## src/rtl/core/mod7_header_frame_deframer_assert.svh

```systemverilog
// Assertion macros shared by the deframer modules.
// Depends on a clock named clk and a synchronous reset named rst in the using module.
`ifndef MOD7_HEADER_FRAME_DEFRAMER_ASSERT_SVH
`define MOD7_HEADER_FRAME_DEFRAMER_ASSERT_SVH
`ifndef SYNTHESIS
`define MHFD_ASSERT(label, prop) \
  label: assert property (@(posedge clk) disable iff (rst) prop) \
    else $error("mhfd assertion failed");
`define MHFD_ASSERT_ALWAYS(label, prop) \
  label: assert property (@(posedge clk) prop) \
    else $error("mhfd assertion failed");
`else
`define MHFD_ASSERT(label, prop)
`define MHFD_ASSERT_ALWAYS(label, prop)
`endif
`endif

```

## src/rtl/core/mhfd_pkg.sv

```systemverilog
// Package for the mod-7 header frame deframer: result codes, queue sizing,
// the queued result item, the configuration bundle and the header check helper.
package mhfd_pkg;

  localparam int TERM_W = 40;
  localparam int MAXP_W = 16;
  localparam logic [MAXP_W-1:0] MAXP_RESET = 16'd512;

  localparam logic [2:0] KIND_PAYLOAD  = 3'd0;
  localparam logic [2:0] KIND_ACCEPT   = 3'd1;
  localparam logic [2:0] KIND_BAD_HDR  = 3'd2;
  localparam logic [2:0] KIND_MISMATCH = 3'd3;
  localparam logic [2:0] KIND_OVERSIZE = 3'd4;
  localparam logic [2:0] KIND_RESYNC   = 3'd5;

  localparam int QUEUE_DEPTH = 4;
  localparam int QPTR_W = $clog2(QUEUE_DEPTH);
  localparam int QCNT_W = $clog2(QUEUE_DEPTH + 1);

  typedef struct packed {
    logic [2:0]  kind;
    logic [7:0]  data;
    logic [7:0]  ftype;
    logic [7:0]  fprio;
    logic [15:0] flen;
    logic [15:0] idx;
  } res_item_t;

  typedef struct packed {
    logic [TERM_W-1:0] terminator_word;
    logic [MAXP_W-1:0] max_payload;
  } cfg_t;

  // Adds a byte into a running mod-7 residue; 8 and 64 are both 1 mod 7.
  function automatic logic [2:0] mod7_add(input logic [2:0] acc, input logic [7:0] b);
    logic [4:0] s1;
    logic [3:0] s2;
    s1 = 5'(b[7:6]) + 5'(b[5:3]) + 5'(b[2:0]) + 5'(acc);
    s2 = 4'(s1[4:3]) + 4'(s1[2:0]);
    return (s2 >= 4'd7) ? 3'(s2 - 4'd7) : s2[2:0];
  endfunction

endpackage

```

## src/rtl/core/mhfd_cfg.sv

```systemverilog
// Configuration register file with its APB-style access port.
// Depends on mhfd_pkg for the configuration bundle and reset values.
module mhfd_cfg (
  input  logic               clk,
  input  logic               rst,
  input  logic               psel,
  input  logic               penable,
  input  logic               pwrite,
  input  logic               reg_sel,
  input  logic [63:0]        pwdata,
  output logic [63:0]        prdata,
  output mhfd_pkg::cfg_t     cfg
);
  import mhfd_pkg::*;

  logic [TERM_W-1:0] terminator_word;
  logic [MAXP_W-1:0] max_payload;
  logic              wr_en;

  assign wr_en = psel && penable && pwrite;

  always_ff @(posedge clk) begin
    if (rst) begin
      terminator_word <= '0;
      max_payload     <= MAXP_RESET;
    end else if (wr_en) begin
      if (reg_sel) begin
        max_payload <= pwdata[MAXP_W-1:0];
      end else begin
        terminator_word <= pwdata[TERM_W-1:0];
      end
    end
  end

  assign prdata = reg_sel ? {{(64-MAXP_W){1'b0}}, max_payload}
                          : {{(64-TERM_W){1'b0}}, terminator_word};
  assign cfg.terminator_word = terminator_word;
  assign cfg.max_payload     = max_payload;

endmodule

```

## src/rtl/core/mhfd_front.sv

```systemverilog
// Front end: accepts received bytes, tracks header, payload, trailer and hunt,
// and pushes one classified result into the queue. Depends on mhfd_pkg.
module mhfd_front #(
  parameter int TRAILER_BYTES = 5
) (
  input  logic                clk,
  input  logic                rst,
  input  mhfd_pkg::cfg_t      cfg,
  input  logic                in_valid,
  input  logic [7:0]          rx_byte,
  output logic                in_ready,
  input  logic                q_full,
  output logic                q_push,
  output mhfd_pkg::res_item_t q_item
);
  import mhfd_pkg::*;

  localparam int W = 8 * TRAILER_BYTES;
  localparam int CNT_W = $clog2(TRAILER_BYTES + 1);
  localparam logic [CNT_W-1:0] TB_CNT = CNT_W'(TRAILER_BYTES);

  localparam logic [1:0] PH_HEADER  = 2'd0;
  localparam logic [1:0] PH_PAYLOAD = 2'd1;
  localparam logic [1:0] PH_TRAILER = 2'd2;
  localparam logic [1:0] PH_HUNT    = 2'd3;

  logic [1:0]       phase, phase_next;
  logic [2:0]       header_count, header_count_next;
  logic [2:0]       check_residue, check_residue_next;
  logic [7:0]       type_reg, type_reg_next;
  logic [7:0]       priority_reg, priority_reg_next;
  logic [15:0]      length_reg, length_reg_next;
  logic [15:0]      payload_count, payload_count_next;
  logic [W-1:0]     trailer_window, trailer_window_next;
  logic [CNT_W-1:0] trailer_count, trailer_count_next;

  logic [TERM_W+W-1:0] term_ext;
  logic [W-1:0]        term_cmp;
  logic [W-1:0]        window_shift;
  logic [CNT_W-1:0]    count_sat;
  logic [2:0]          residue_sum;
  logic                accept;
  logic                res_valid;
  res_item_t           res;

  assign term_ext     = {{W{1'b0}}, cfg.terminator_word};
  assign term_cmp     = term_ext[W-1:0];
  assign window_shift = W'({trailer_window, rx_byte});
  assign count_sat    = (trailer_count < TB_CNT) ? trailer_count + CNT_W'(1) : trailer_count;
  assign residue_sum  = mod7_add(check_residue, rx_byte);
  assign in_ready     = !q_full;
  assign accept       = in_valid && in_ready;

  always_comb begin
    phase_next          = phase;
    header_count_next   = header_count;
    check_residue_next  = check_residue;
    type_reg_next       = type_reg;
    priority_reg_next   = priority_reg;
    length_reg_next     = length_reg;
    payload_count_next  = payload_count;
    trailer_window_next = trailer_window;
    trailer_count_next  = trailer_count;
    res_valid           = 1'b0;
    res                 = '0;
    res.ftype           = type_reg;
    res.fprio           = priority_reg;
    res.flen            = length_reg;
    if (accept) begin
      unique case (phase)
        PH_HEADER: begin
          check_residue_next = residue_sum;
          unique case (header_count)
            3'd0:    type_reg_next = rx_byte;
            3'd1:    priority_reg_next = rx_byte;
            3'd2:    length_reg_next = {rx_byte, 8'd0};
            3'd3:    length_reg_next = {length_reg[15:8], rx_byte};
            default: ;
          endcase
          if (header_count < 3'd4) begin
            header_count_next = header_count + 3'd1;
          end else begin
            header_count_next   = '0;
            payload_count_next  = '0;
            trailer_window_next = '0;
            trailer_count_next  = '0;
            if (residue_sum != 3'd0) begin
              check_residue_next = '0;
              res_valid          = 1'b1;
              res.kind           = KIND_BAD_HDR;
              phase_next         = PH_HUNT;
            end else if (length_reg > cfg.max_payload) begin
              res_valid  = 1'b1;
              res.kind   = KIND_OVERSIZE;
              phase_next = PH_HUNT;
            end else begin
              phase_next = (length_reg == 16'd0) ? PH_TRAILER : PH_PAYLOAD;
            end
          end
        end
        PH_PAYLOAD: begin
          res_valid          = 1'b1;
          res.kind           = KIND_PAYLOAD;
          res.data           = rx_byte;
          res.idx            = payload_count;
          payload_count_next = payload_count + 16'd1;
          if (payload_count_next >= length_reg) begin
            phase_next = PH_TRAILER;
          end
        end
        PH_TRAILER: begin
          trailer_window_next = window_shift;
          trailer_count_next  = count_sat;
          if (count_sat == TB_CNT) begin
            res_valid           = 1'b1;
            trailer_window_next = '0;
            trailer_count_next  = '0;
            if (window_shift == term_cmp) begin
              res.kind           = KIND_ACCEPT;
              phase_next         = PH_HEADER;
              header_count_next  = '0;
              check_residue_next = '0;
            end else begin
              res.kind   = KIND_MISMATCH;
              phase_next = PH_HUNT;
            end
          end
        end
        PH_HUNT: begin
          trailer_window_next = window_shift;
          trailer_count_next  = count_sat;
          if (count_sat == TB_CNT && window_shift == term_cmp) begin
            res_valid           = 1'b1;
            res.kind            = KIND_RESYNC;
            phase_next          = PH_HEADER;
            header_count_next   = '0;
            check_residue_next  = '0;
            trailer_window_next = '0;
            trailer_count_next  = '0;
          end
        end
        default: ;
      endcase
    end
  end

  always_ff @(posedge clk) begin
    if (rst) begin
      phase          <= PH_HEADER;
      header_count   <= '0;
      check_residue  <= '0;
      type_reg       <= '0;
      priority_reg   <= '0;
      length_reg     <= '0;
      payload_count  <= '0;
      trailer_window <= '0;
      trailer_count  <= '0;
    end else begin
      phase          <= phase_next;
      header_count   <= header_count_next;
      check_residue  <= check_residue_next;
      type_reg       <= type_reg_next;
      priority_reg   <= priority_reg_next;
      length_reg     <= length_reg_next;
      payload_count  <= payload_count_next;
      trailer_window <= trailer_window_next;
      trailer_count  <= trailer_count_next;
    end
  end

  assign q_push = accept && res_valid;
  assign q_item = res;

endmodule

```

## src/rtl/core/mhfd_fifo.sv

```systemverilog
// Short result queue between the front end and the output stage.
// Depends on mhfd_pkg for the item type and depth; uses the assertion macros.
`include "mod7_header_frame_deframer_assert.svh"
module mhfd_fifo (
  input  logic                clk,
  input  logic                rst,
  input  logic                push,
  input  mhfd_pkg::res_item_t wr_data,
  input  logic                pop,
  output mhfd_pkg::res_item_t rd_data,
  output logic                full,
  output logic                empty
);
  import mhfd_pkg::*;

  res_item_t         mem [QUEUE_DEPTH];
  logic [QPTR_W-1:0] wr_ptr;
  logic [QPTR_W-1:0] rd_ptr;
  logic [QCNT_W-1:0] count;

  assign full    = (count == QCNT_W'(QUEUE_DEPTH));
  assign empty   = (count == '0);
  assign rd_data = mem[rd_ptr];

  always_ff @(posedge clk) begin
    if (push) begin
      mem[wr_ptr] <= wr_data;
    end
  end

  always_ff @(posedge clk) begin
    if (rst) begin
      wr_ptr <= '0;
      rd_ptr <= '0;
      count  <= '0;
    end else begin
      if (push) begin
        wr_ptr <= wr_ptr + QPTR_W'(1);
      end
      if (pop) begin
        rd_ptr <= rd_ptr + QPTR_W'(1);
      end
      unique case ({push, pop})
        2'b10:   count <= count + QCNT_W'(1);
        2'b01:   count <= count - QCNT_W'(1);
        default: count <= count;
      endcase
    end
  end

  `MHFD_ASSERT(a_no_overflow, push |-> !full)
  `MHFD_ASSERT(a_no_underflow, pop |-> !empty)
  `MHFD_ASSERT(a_count_tracks, (push && !pop) |=> (count == $past(count) + QCNT_W'(1)))

endmodule

```

## src/rtl/core/mhfd_back.sv

```systemverilog
// Output stage: pops queued results, clears fields that do not apply to the
// result kind, and holds the item in an output register. Depends on mhfd_pkg.
`include "mod7_header_frame_deframer_assert.svh"
module mhfd_back (
  input  logic                clk,
  input  logic                rst,
  input  logic                q_empty,
  input  mhfd_pkg::res_item_t q_data,
  output logic                q_pop,
  output logic                out_valid,
  input  logic                out_ready,
  output logic [2:0]          result_kind,
  output logic [7:0]          data_byte,
  output logic [7:0]          frame_type,
  output logic [7:0]          frame_priority,
  output logic [15:0]         payload_length,
  output logic [15:0]         byte_index
);
  import mhfd_pkg::*;

  logic hdr_en;
  logic pay_en;

  assign q_pop  = !q_empty && (!out_valid || out_ready);
  assign hdr_en = (q_data.kind != KIND_RESYNC);
  assign pay_en = (q_data.kind == KIND_PAYLOAD);

  always_ff @(posedge clk) begin
    if (rst) begin
      out_valid <= 1'b0;
    end else if (q_pop) begin
      out_valid <= 1'b1;
    end else if (out_ready) begin
      out_valid <= 1'b0;
    end
  end

  always_ff @(posedge clk) begin
    if (q_pop) begin
      result_kind    <= q_data.kind;
      data_byte      <= pay_en ? q_data.data : 8'd0;
      byte_index     <= pay_en ? q_data.idx : 16'd0;
      frame_type     <= hdr_en ? q_data.ftype : 8'd0;
      frame_priority <= hdr_en ? q_data.fprio : 8'd0;
      payload_length <= hdr_en ? q_data.flen : 16'd0;
    end
  end

  `MHFD_ASSERT_ALWAYS(a_rst_clears_valid, rst |=> !out_valid)
  `MHFD_ASSERT(a_pop_loads, q_pop |=> out_valid)
  `MHFD_ASSERT(a_resync_no_header,
      (out_valid && result_kind == KIND_RESYNC) |-> (frame_type == 8'd0 && payload_length == 16'd0))
  `MHFD_ASSERT(a_nonpayload_clear,
      (out_valid && result_kind != KIND_PAYLOAD) |-> (data_byte == 8'd0 && byte_index == 16'd0))

endmodule

```

## src/rtl/core/mod7_header_frame_deframer.sv

```systemverilog
// Top level of the mod-7 header frame deframer: register file, front end,
// result queue and output stage. Depends on mhfd_pkg and the mhfd_* modules.
//
//   Channel   Signals                                      Direction
//   input     in_valid, in_ready, rx_byte                  byte stream in
//   output    out_valid, out_ready, result_kind .. index   results out
//   config    psel, penable, pwrite, paddr, pwdata, prdata  APB register access
//
// One byte is accepted per cycle while the four-entry result queue has room.
// A result is queued, then loaded into the output register once it is free.
// A stalled output fills the queue; in_ready drops only when the queue is full.
// Reset is synchronous and returns the block to header phase with control and
// config registers at their reset values; no clearing pass is needed.
module mod7_header_frame_deframer #(
  parameter int TRAILER_BYTES = 5
) (
  input  logic        clk,
  input  logic        rst,
  input  logic        in_valid,
  output logic        in_ready,
  input  logic [7:0]  rx_byte,
  output logic        out_valid,
  input  logic        out_ready,
  output logic [2:0]  result_kind,
  output logic [7:0]  data_byte,
  output logic [7:0]  frame_type,
  output logic [7:0]  frame_priority,
  output logic [15:0] payload_length,
  output logic [15:0] byte_index,
  input  logic        psel,
  input  logic        penable,
  input  logic        pwrite,
  input  logic [3:0]  paddr,
  input  logic [63:0] pwdata,
  output logic [63:0] prdata,
  output logic        pready
);
  import mhfd_pkg::*;

  cfg_t      cfg;
  logic      q_full;
  logic      q_empty;
  logic      q_push;
  logic      q_pop;
  res_item_t q_wr;
  res_item_t q_rd;

  assign pready = 1'b1;

  mhfd_cfg u_cfg (
    .clk     (clk),
    .rst     (rst),
    .psel    (psel),
    .penable (penable),
    .pwrite  (pwrite),
    .reg_sel (paddr[3]),
    .pwdata  (pwdata),
    .prdata  (prdata),
    .cfg     (cfg)
  );

  mhfd_front #(
    .TRAILER_BYTES (TRAILER_BYTES)
  ) u_front (
    .clk      (clk),
    .rst      (rst),
    .cfg      (cfg),
    .in_valid (in_valid),
    .rx_byte  (rx_byte),
    .in_ready (in_ready),
    .q_full   (q_full),
    .q_push   (q_push),
    .q_item   (q_wr)
  );

  mhfd_fifo u_fifo (
    .clk     (clk),
    .rst     (rst),
    .push    (q_push),
    .wr_data (q_wr),
    .pop     (q_pop),
    .rd_data (q_rd),
    .full    (q_full),
    .empty   (q_empty)
  );

  mhfd_back u_back (
    .clk            (clk),
    .rst            (rst),
    .q_empty        (q_empty),
    .q_data         (q_rd),
    .q_pop          (q_pop),
    .out_valid      (out_valid),
    .out_ready      (out_ready),
    .result_kind    (result_kind),
    .data_byte      (data_byte),
    .frame_type     (frame_type),
    .frame_priority (frame_priority),
    .payload_length (payload_length),
    .byte_index     (byte_index)
  );

endmodule
```

## config.mk

```make
export PLATFORM = sky130hd
export DESIGN_NAME = mod7_header_frame_deframer
export DESIGN_NICKNAME = d
export VERILOG_FILES = /design/src/rtl/core/mhfd_pkg.sv /design/src/rtl/core/mhfd_cfg.sv /design/src/rtl/core/mhfd_front.sv /design/src/rtl/core/mhfd_fifo.sv /design/src/rtl/core/mhfd_back.sv /design/src/rtl/core/mod7_header_frame_deframer.sv
export VERILOG_INCLUDE_DIRS = /design/src /design/src/rtl/core
export SDC_FILE = /design/constraint.sdc
export NUM_CORES = 1
export LEC_CHECK = 0
export ABC_CLOCK_PERIOD_IN_PS = 7200
export BUFFER_PORTS_ARGS = -buffer_cell sky130_fd_sc_hd__buf_2
export CAP_MARGIN = 20
export CORE_ASPECT_RATIO = 1.4
export CORE_MARGIN = 5
export CORE_UTILIZATION = 40
export CTS_CLUSTER_SIZE = 24
export DETAILED_ROUTE_END_ITERATION = 10
export PLACE_DENSITY = 0.6
export RECOVER_POWER = 100
export SKIP_LAST_GASP = 1
export SLEW_MARGIN = 40
export SYNTH_ARGS = -nofsm -noshare
export SYNTH_HDL_FRONTEND = slang
export SYNTH_SLANG_ARGS = --single-unit
```

## constraint.sdc

```tcl
create_clock -name clk -period 7.2 [get_ports clk]
set_clock_uncertainty 0.2 [all_clocks]
set_input_delay 1.44 -clock clk [delete_from_list [all_inputs] [get_ports clk]]
set_output_delay 1.44 -clock clk [all_outputs]
set_load 0.05 [all_outputs]
```

==> metrics.cfg <==
[status]
run_status=finished, violations left
violations=capacitance limit, slew limit

[logic_synthesis]
avgSynthCellArea_um2=13.0
synth_edf_count=295
synth_top_family_by_area=simple AND/OR/NAND/NOR gates
synthAdderAreaFrac_pct=4.04
netlist_instances=1484
ys_types=64
yosysSeqAreaShare_pct=62.4
synth-async-reset-ratio_pct=0
synth-simple-area-share_pct=11.7
yosys.area.top_type=edfxtp_1
synthXorXnorAreaFrac_pct=2.86
yosys_warnings=0
synth_commonest_cells=edfxtp_1 (295), nand2_1 (178), dfxtp_1 (157)
synth.most_common_cell=edfxtp_1
synth_ff_type=edfxtp_1
synth.area.mux_share_pct=8.43
netlist.area_leader.share_pct=46.0
synthTopCellsByArea=edfxtp_1 (46%), dfxtp_1 (16%), mux4_2 (7.0%)
ys_seq_elements=452
syn_area_mm2=0.0192
synth_compound_area_share_pct=6.79

[placed_design]
dp_hpwl_um=33600
io_buffers=156
gp_congestion=0.843
place_ws_ns=-0.0659
dpl_cell_area_mm2=0.0208

[cells_and_area]
layout-drive-gt1-share_pct=14.2
syn2layout_area_growth_pct=14.4
top_regs=u_fifo.mem: 236 flops, u_cfg.terminator_word: 40 flops, u_front.trailer_window: 32 flops
largest_reg_flops=236
top_register=u_fifo.mem
final_area_mm2=0.0220
fillers=4443
layout.nets=1787

[floorplan]
dieWidth_um=195
die_h_um=270
die_area_mm2=0.0527
start_util_pct=40.3
core_mm2=0.0478
io-pin-count=209
row_count=95

[sta]
setup_violations=0
hold_viol=0
max_freq_mhz=146
final_max_slew_viol_count=289
fin_crit_sh_pct=95.1
max_slew_margin_pct=-135
final.min_clock_period_ns=6.85
worstMarginPinSlew_ns=3.52
rsz0062_at_grt=false
worst_slack_ns=0.351
fin_hold_ws_ns=0.270

[cts]
post_cts_resized=0
cts_setup_buffers=0
clockBufferDepth=3
h-tree-depth=2
ctsHoldBuffers=0
cts_sinks=452
root_buffer=clkbuf_16
worst_skew_pair.late_latency_ns=0.55
numCtsBuffers=44
path_clk_slew_ns=0.07
cts_tree=yes

[global_routing]
antenna_found_initial=1
grt_pass1_wl_um=72900
grt_pass1_vias=12200
grt_start_max_net_pins=72
grt.total_usage_pct=17.6
gr-total-overflow=0

[route]
ant_nets=0
wl_per_cell_um=20.5
dr.pass1.iters=7
drt-total-wl_um=47400
viasPerCell=5.15
vias=11900
drc=0
drt_iter0_drc=649

[setup_path]
cp_cell_sequence=clkbuf_1 > ha_1 > fa_1 > fa_1 > ha_1 > inv_1 > fa_1 > xnor2_1 > ha_1 > inv_1 > fa_1 > inv_1 > ha_1 > nor3_1 > a21o_1 > mux4_2 > and2_1 > a31oi_4 > clkbuf_1 > and2_2 > clkbuf_4
crit_slowest_cell=fa_1
critical_path.max_stage_delay_ns=0.51
cp.required_ns=7.20
cp-end-kind=flop
arrival_ns=6.84
cp_max_fo=25
crit_type=in2reg
start_kind=input port

[hold_path]
holdCritPathClass=reg2reg

[power_and_ir_drop]
leakagePower_nw=7.80
vdd.ir_drop.worst_mv=0.245
powerDensity_mw_per_mm2=352
p_total_mw=7.75

[job]
cap_violations=6

logic make-up (layout without fill, tap and decap cells):
kind of cell	Yosys count	after routing
adder cells (fa/ha/maj)	58	58
AO/OA/AOI/OAI	206	206
buffers and inverters	161	334
other	2	26
XOR/XNOR	62	62
AND/OR/NAND/NOR	458	458
multiplexers	85	85
flip-flops	452	452
cell usage in the layout (no fill, tap or decap), drive strengths merged, types with 37 or more instances in the layout:
cell    count
buf        77
inv        63
dfxtp     157
edfxtp    295
clkbuf    167
mux4       60
nand3      37
a21oi     119
nor2b      83
xor2       51
ha         51
nor2       60
nand2     178
area by class of cell:
| type | instances | area (um^2) | area share (%) |
|---|---|---|---|
| flip-flops and latches | 452 | 12000 | 54.5 |
| clock inverters | 29 | 274 | 1.24 |
| diodes | 1 | 2.50 | 0.0114 |
| multi-input cells | 894 | 6610 | 30.0 |
| clock buffers | 51 | 1170 | 5.31 |
| inverters | 61 | 229 | 1.04 |
| well taps | 630 | 788 | 3.58 |
| repair buffers | 193 | 933 | 4.24 |
critical path, delay by kind of cell:
kind	cells	cell delay, ns
fa+ha+maj	8	2.79
mux	1	0.45
compound gates	2	0.38
simple gates	3	0.57
xor+xnor	1	0.15
buf+inv	6	1.03
routing by layer:
| layer | global-route usage [%] | share of wire, % |
|---|---|---|
| met4 | 7.79 | 4.7 |
| met2 | 31.4 | 52 |
| met3 | 2.62 | 4.1 |
| met1 | 21.0 | 39 |
| met5 | 0 | 0 |
where the power goes:
part	switching (mW)	internal [mW]	total (mW)
Clock	0.992	1.32	2.31
Combinational	1.42	0.706	2.12
Sequential	0.172	3.14	3.32
Total	2.58	5.17	7.75
stage by stage:
stage / util, % / instances / setup TNS, ns
after floorplan: - / 1507 / 0
after global placement: 43.5 / 2228 / 0
after detailed placement: 43.6 / 2230 / -0.0659
after CTS: 46.6 / 2310 / 0
after global routing: 46.1 / 2311 / 0
final: 46.1 / 2311 / 0
worst paths after layout:
path / endpoint / startpoint / slack [ns] / cells past startpoint
setup / recovery: u_fifo.mem[3][8] / rx_byte[3] / 0.35 / 21
hold / removal: u_front.check_residue[2] / u_front.check_residue[2] / 0.27 / 2
setup reg to reg: u_back.frame_type[6] / flop / 1.09 / 5
hold reg to reg: u_front.check_residue[2] / u_front.check_residue[2] / 0.27 / 2
(Power assumes the default switching activity.)
